**src/rtl/tlpt_pkg.sv**
```systemverilog
// shared types, sizes and codes for the two-level page table core
package tlpt_pkg;

    // pool of second-level tables and address split
    localparam int TABLE_SLOTS = 64;
    localparam int DIR_ENTRIES = 1024;
    localparam int IDX_W       = 10;
    localparam int OFFS_W      = 12;
    localparam int DIR_LSB     = 22;
    localparam int TBL_LSB     = 12;
    localparam int SLOT_W      = (TABLE_SLOTS > 1) ? $clog2(TABLE_SLOTS) : 1;
    localparam int CNT_W       = $clog2(TABLE_SLOTS + 1);
    localparam int TADDR_W     = SLOT_W + IDX_W;
    localparam int TBL_DEPTH   = TABLE_SLOTS * DIR_ENTRIES;
    localparam int PAGE_W      = $clog2(TBL_DEPTH + 1);

    // field widths seen at the ports
    localparam int LIMIT_W     = 7;
    localparam int TUSED_W     = 7;
    localparam int PCOUNT_W    = 17;
    localparam logic [LIMIT_W-1:0] LIMIT_RESET = 7'd64;

    // queue between front and back
    localparam int QDEPTH      = 2;
    localparam int QPTR_W      = (QDEPTH > 1) ? $clog2(QDEPTH) : 1;

    // operation codes
    typedef enum logic [1:0] {
        OP_MAP   = 2'd0,
        OP_UNMAP = 2'd1,
        OP_XLATE = 2'd2
    } op_t;

    // front state
    typedef enum logic {
        FE_IDLE,
        FE_LOOKUP
    } fe_state_t;

    // back state
    typedef enum logic {
        BE_IDLE,
        BE_UPDATE
    } be_state_t;

    // clearing pass state
    typedef enum logic {
        CLR_RUN,
        CLR_DONE
    } clr_state_t;

    // clearing pass status shared with both memories
    typedef struct packed {
        logic               active;
        logic [TADDR_W-1:0] idx;
    } clr_t;

    // classified request travelling from front to back
    typedef struct packed {
        logic [1:0]         op;
        logic               hit;
        logic [TADDR_W-1:0] taddr;
        logic [31:0]        new_pte;
        logic [OFFS_W-1:0]  offs;
        logic [CNT_W-1:0]   tables_used;
    } q_entry_t;

    // queue fill status
    typedef struct packed {
        logic empty;
        logic full;
    } q_status_t;

    // result handed to the output side
    typedef struct packed {
        logic                ok;
        logic [31:0]         result_addr;
        logic [PCOUNT_W-1:0] page_count;
        logic [TUSED_W-1:0]  tables_used;
    } res_t;

endpackage

```
**src/rtl/tlpt_queue.sv**
```systemverilog
// short queue of classified requests between front and back
module tlpt_queue (
    input  logic                 clk,
    input  logic                 rst_n,
    input  logic                 push,
    input  tlpt_pkg::q_entry_t   push_data,
    input  logic                 pop,
    output tlpt_pkg::q_entry_t   head,
    output tlpt_pkg::q_status_t  stat
);

    tlpt_pkg::q_entry_t             entries_reg [tlpt_pkg::QDEPTH];
    logic [tlpt_pkg::QPTR_W-1:0]    wr_ptr_reg, wr_ptr_next;
    logic [tlpt_pkg::QPTR_W-1:0]    rd_ptr_reg, rd_ptr_next;
    logic [tlpt_pkg::QPTR_W:0]      count_reg, count_next;

    assign stat.empty = (count_reg == '0);
    assign stat.full  = (32'(count_reg) == 32'(tlpt_pkg::QDEPTH));
    assign head       = entries_reg[rd_ptr_reg];

    // pointer and fill count update
    always_comb
    begin
        wr_ptr_next = wr_ptr_reg;
        rd_ptr_next = rd_ptr_reg;
        count_next  = count_reg;
        if (push)
            wr_ptr_next = (32'(wr_ptr_reg) == 32'(tlpt_pkg::QDEPTH - 1)) ?
                          '0 : wr_ptr_reg + 1'b1;
        if (pop)
            rd_ptr_next = (32'(rd_ptr_reg) == 32'(tlpt_pkg::QDEPTH - 1)) ?
                          '0 : rd_ptr_reg + 1'b1;
        if (push && !pop)
            count_next = count_reg + 1'b1;
        else if (pop && !push)
            count_next = count_reg - 1'b1;
    end

    always_ff @(posedge clk or negedge rst_n)
    begin
        if (!rst_n)
        begin
            wr_ptr_reg <= '0;
            rd_ptr_reg <= '0;
            count_reg  <= '0;
        end
        else
        begin
            wr_ptr_reg <= wr_ptr_next;
            rd_ptr_reg <= rd_ptr_next;
            count_reg  <= count_next;
        end
    end

    // queue storage
    always_ff @(posedge clk)
    begin
        if (push)
            entries_reg[wr_ptr_reg] <= push_data;
    end

    a_no_overflow: assert property (@(posedge clk) disable iff (!rst_n)
        !(push && stat.full))
        else $error("push into a full queue");

    a_no_underflow: assert property (@(posedge clk) disable iff (!rst_n)
        !(pop && stat.empty))
        else $error("pop from an empty queue");

endmodule

```
**config.mk**
```make
export PLATFORM = sky130hd
export DESIGN_NAME = tlpt_queue
export DESIGN_NICKNAME = d
export VERILOG_FILES = /design/src/rtl/tlpt_pkg.sv /design/src/rtl/tlpt_queue.sv
export SDC_FILE = /design/constraint.sdc
export NUM_CORES = 1
export LEC_CHECK = 0
export ABC_CLOCK_PERIOD_IN_PS = 5300
export BUFFER_PORTS_ARGS = -buffer_cell sky130_fd_sc_hd__buf_2
export CAP_MARGIN = 40
export CELL_PAD_IN_SITES_DETAIL_PLACEMENT = 1
export CELL_PAD_IN_SITES_GLOBAL_PLACEMENT = 1
export CORE_MARGIN = 2
export CORE_UTILIZATION = 45
export DETAILED_ROUTE_END_ITERATION = 16
export GPL_TIMING_DRIVEN = 0
export PLACE_DENSITY = 0.84
export SETUP_SLACK_MARGIN = 0.5
export SLEW_MARGIN = 0
export SYNTH_ARGS = -nofsm -noshare
export SYNTH_HDL_FRONTEND = slang
export SYNTH_SLANG_ARGS = --single-unit
```
**constraint.sdc**
```tcl
create_clock -name clk -period 5.3 [get_ports clk]
set_input_delay 0.795 -clock clk [delete_from_list [all_inputs] [get_ports clk]]
set_output_delay 0.795 -clock clk [all_outputs]
set_load 0.03 [all_outputs]
```
==> out/qor.yml <==
drc: 0
tns_ns: 0
grt-ovfl-total: 0
finalCritPeriodShare_pct: 46.1
antenna_found_initial: 0
cts_setup_buffers: 0
path_class: "reg2out"
initial_core_util_pct: 46.3
die_area_sq_um: 13300
fp-row-count: 40
synth_top_family_by_area: "multiplexers"
hold_buffers: 0
cts_sinks: 144
comb_power_share_pct: 37.5
relSlewSlack_pct: 50.9
fmax_mhz: 409
final_max_slew_viol_count: 0
viasPerCell: 4.61
synth_compound_area_share_pct: 0
syn-num-nets: 309
cts_buffers: 17
synth-xor-area-share_pct: 0.784
clk_latency_ns: 0.42
cp.arrival_ns: 1.65
grt_max_degree: 38
grt_pass1_vias: 2923
reg2reg_from: "wr_ptr_reg$_DFFE_PN0P_"
cts_htree_levels: 4
final_common_cell: "buf_2"
largest_reg_flops: 140
synth_top_area_share_pct: 75.2
cts_tree: "built"
finalCriticalPeriod_ns: 2.44
cap_viol_max_count: 0
cts.repair.resized: 0
min_path_type: "in2async"
num-fill-cells: 1068
io_pins: 146
cellLeakagePower_nw: 2.94
dp_hpwl_um: 6900
setup.worst_path.end_class: "output pin"
core_area_sq_um: 12100
clockPowerShare_pct: 26.8
synth_area_sq_um: 5590
cts.root.buffer_cell: "clkbuf_16"
grt_usage_pct: 16.2
fin_util_pct: 59.7
grt_pass1_wl_um: 15500
synth.distinct_cells: 13
outcome: "finished, final reports clean"
finalHoldViolCount: 0
clockBufferDepth: 2
skew_ns: 0.00778
cp-start-kind: "flip-flop"
synthAdderAreaFrac_pct: 0.224
startpoint: "rd_ptr_reg$_DFFE_PN0P_"
vias: 2681
die_h_um: 115
synthToLayoutAreaGrowth_pct: 28.8
mostFrequentLayoutCells: "buf_2 (145), edfxtp_1 (140), mux2_4 (69)"
drt_iter0_markers: 94
io_buffers: 145
ir_drop_mv: 0.354
synth_top_area_cell: "edfxtp_1"
layout.nets: 476
drtPass1Iterations: 4
drive_gt1_share_pct: 62.3
place_congestion: 0.680
ant_nets: 0
yosys.area_share.simple_pct: 0.470
die_w_um: 115
rsz0062_at_grt: "no"
seq_area_frac_synth_pct: 77.0
tightestPinTransition_ns: 0.735
clk_pin_slew_worst_paths_ns: 0.06
p_int_mw: 2.95
synthCells: 234
cp.required_ns: 4.51
setup_viol_count_final: 0
synth_seq_cells: 144
crit_fanout: 10
p_per_area_nw_per_um2: 614
power_frac_seq_pct: 35.7
sw_frac_of_total_pct: 33.2
avgSynthCellArea_sq_um: 23.9
ys_warn_count: 0
routed_wirelength_um: 10200
post_drt_wl_per_cell_um: 17.5
p_sw_mw: 1.47
synthTopCellsByArea: "edfxtp_1 (75%), mux2_4 (19%), buf_12 (2.5%)"
muxShareOfSynthArea_pct: 18.7
diodes: 0
per-stage QoR:
stage	cell area, sq um	setup slack (ns)	hold slack (ns)	instances	power (mW)
after detailed placement	6600	3.09	0.486	550	3.28
after global placement	6530	-0.823	0.469	547	3.23
after floorplan	5590	0.927	0.455	234	2.88
after CTS	7200	2.82	0.158	582	4.48
after global routing	7200	2.80	0.160	582	4.60
final	7200	2.86	0.171	582	4.42
layer usage:
| metal | global-route usage (%) | routed length (um) |
|---|---|---|
| met1 | 17.4 | 3820 |
| met2 | 27.8 | 5420 |
| met3 | 6.59 | 783 |
| met4 | 7.87 | 155 |
| met5 | 0 | 0 |
cell usage after synthesis, drive strengths merged:
| cell | number |
|---|---|
| and2 | 1 |
| buf | 8 |
| dfrtp | 4 |
| edfxtp | 140 |
| ha | 1 |
| inv | 1 |
| mux2 | 70 |
| nor2 | 2 |
| nor2b | 2 |
| xnor2 | 1 |
| xor2 | 4 |
path summary, 6_finish.rpt:
kind / end / slack, ns / cells past startpoint
worst min register to register: count_reg[1]$_DFFE_PN0P_ / 0.50 / 1
max in group asynchronous: rd_ptr_reg$_DFFE_PN0P_ / 5.01 / 1
worst min-delay path: count_reg[0]$_DFFE_PN0P_ / 0.17 / 1
min in group clk: count_reg[1]$_DFFE_PN0P_ / 0.50 / 1
worst max-delay path: head[45] / 2.86 / 4
worst max register to register: entries_reg[0][14]$_DFFE_PP_ / 3.65 / 2
critical path: stages (launching register included):
cell,delay [ns]
dfrtp_1,0.34
buf_6,0.21
buf_12,0.18
mux2_4,0.31
buf_2,0.19
cells by family (layout without fill, tap and decap cells):
family,after synthesis,after routing
flip-flops,144,144
multiplexers,70,70
XOR/XNOR,5,5
adder cells (fa/ha/maj),1,1
AND/OR/NAND/NOR,5,5
buffers and inverters,9,189
power by group through the flow:
stage	Clock (mW)	Combinational (mW)	Sequential, mW
after global routing	1.25	1.75	1.60
after detailed placement	0	1.67	1.61
after floorplan	0	1.28	1.60
final	1.18	1.66	1.58
after global placement	0	1.62	1.62
after CTS	1.21	1.69	1.58
layout make-up:
type / count / area, sq um / share of cell area (%)
tap: 168 / 210 / 2.92
clock inverter: 14 / 165 / 2.29
buffer: 8 / 151 / 2.10
sequential: 144 / 4300 / 59.8
multi-input combinational: 81 / 1140 / 15.8
clock buffer: 18 / 429 / 5.96
inverter: 1 / 3.75 / 0.0522
timing repair buffer: 148 / 793 / 11.0
Power figures use the tool's default switching activity.
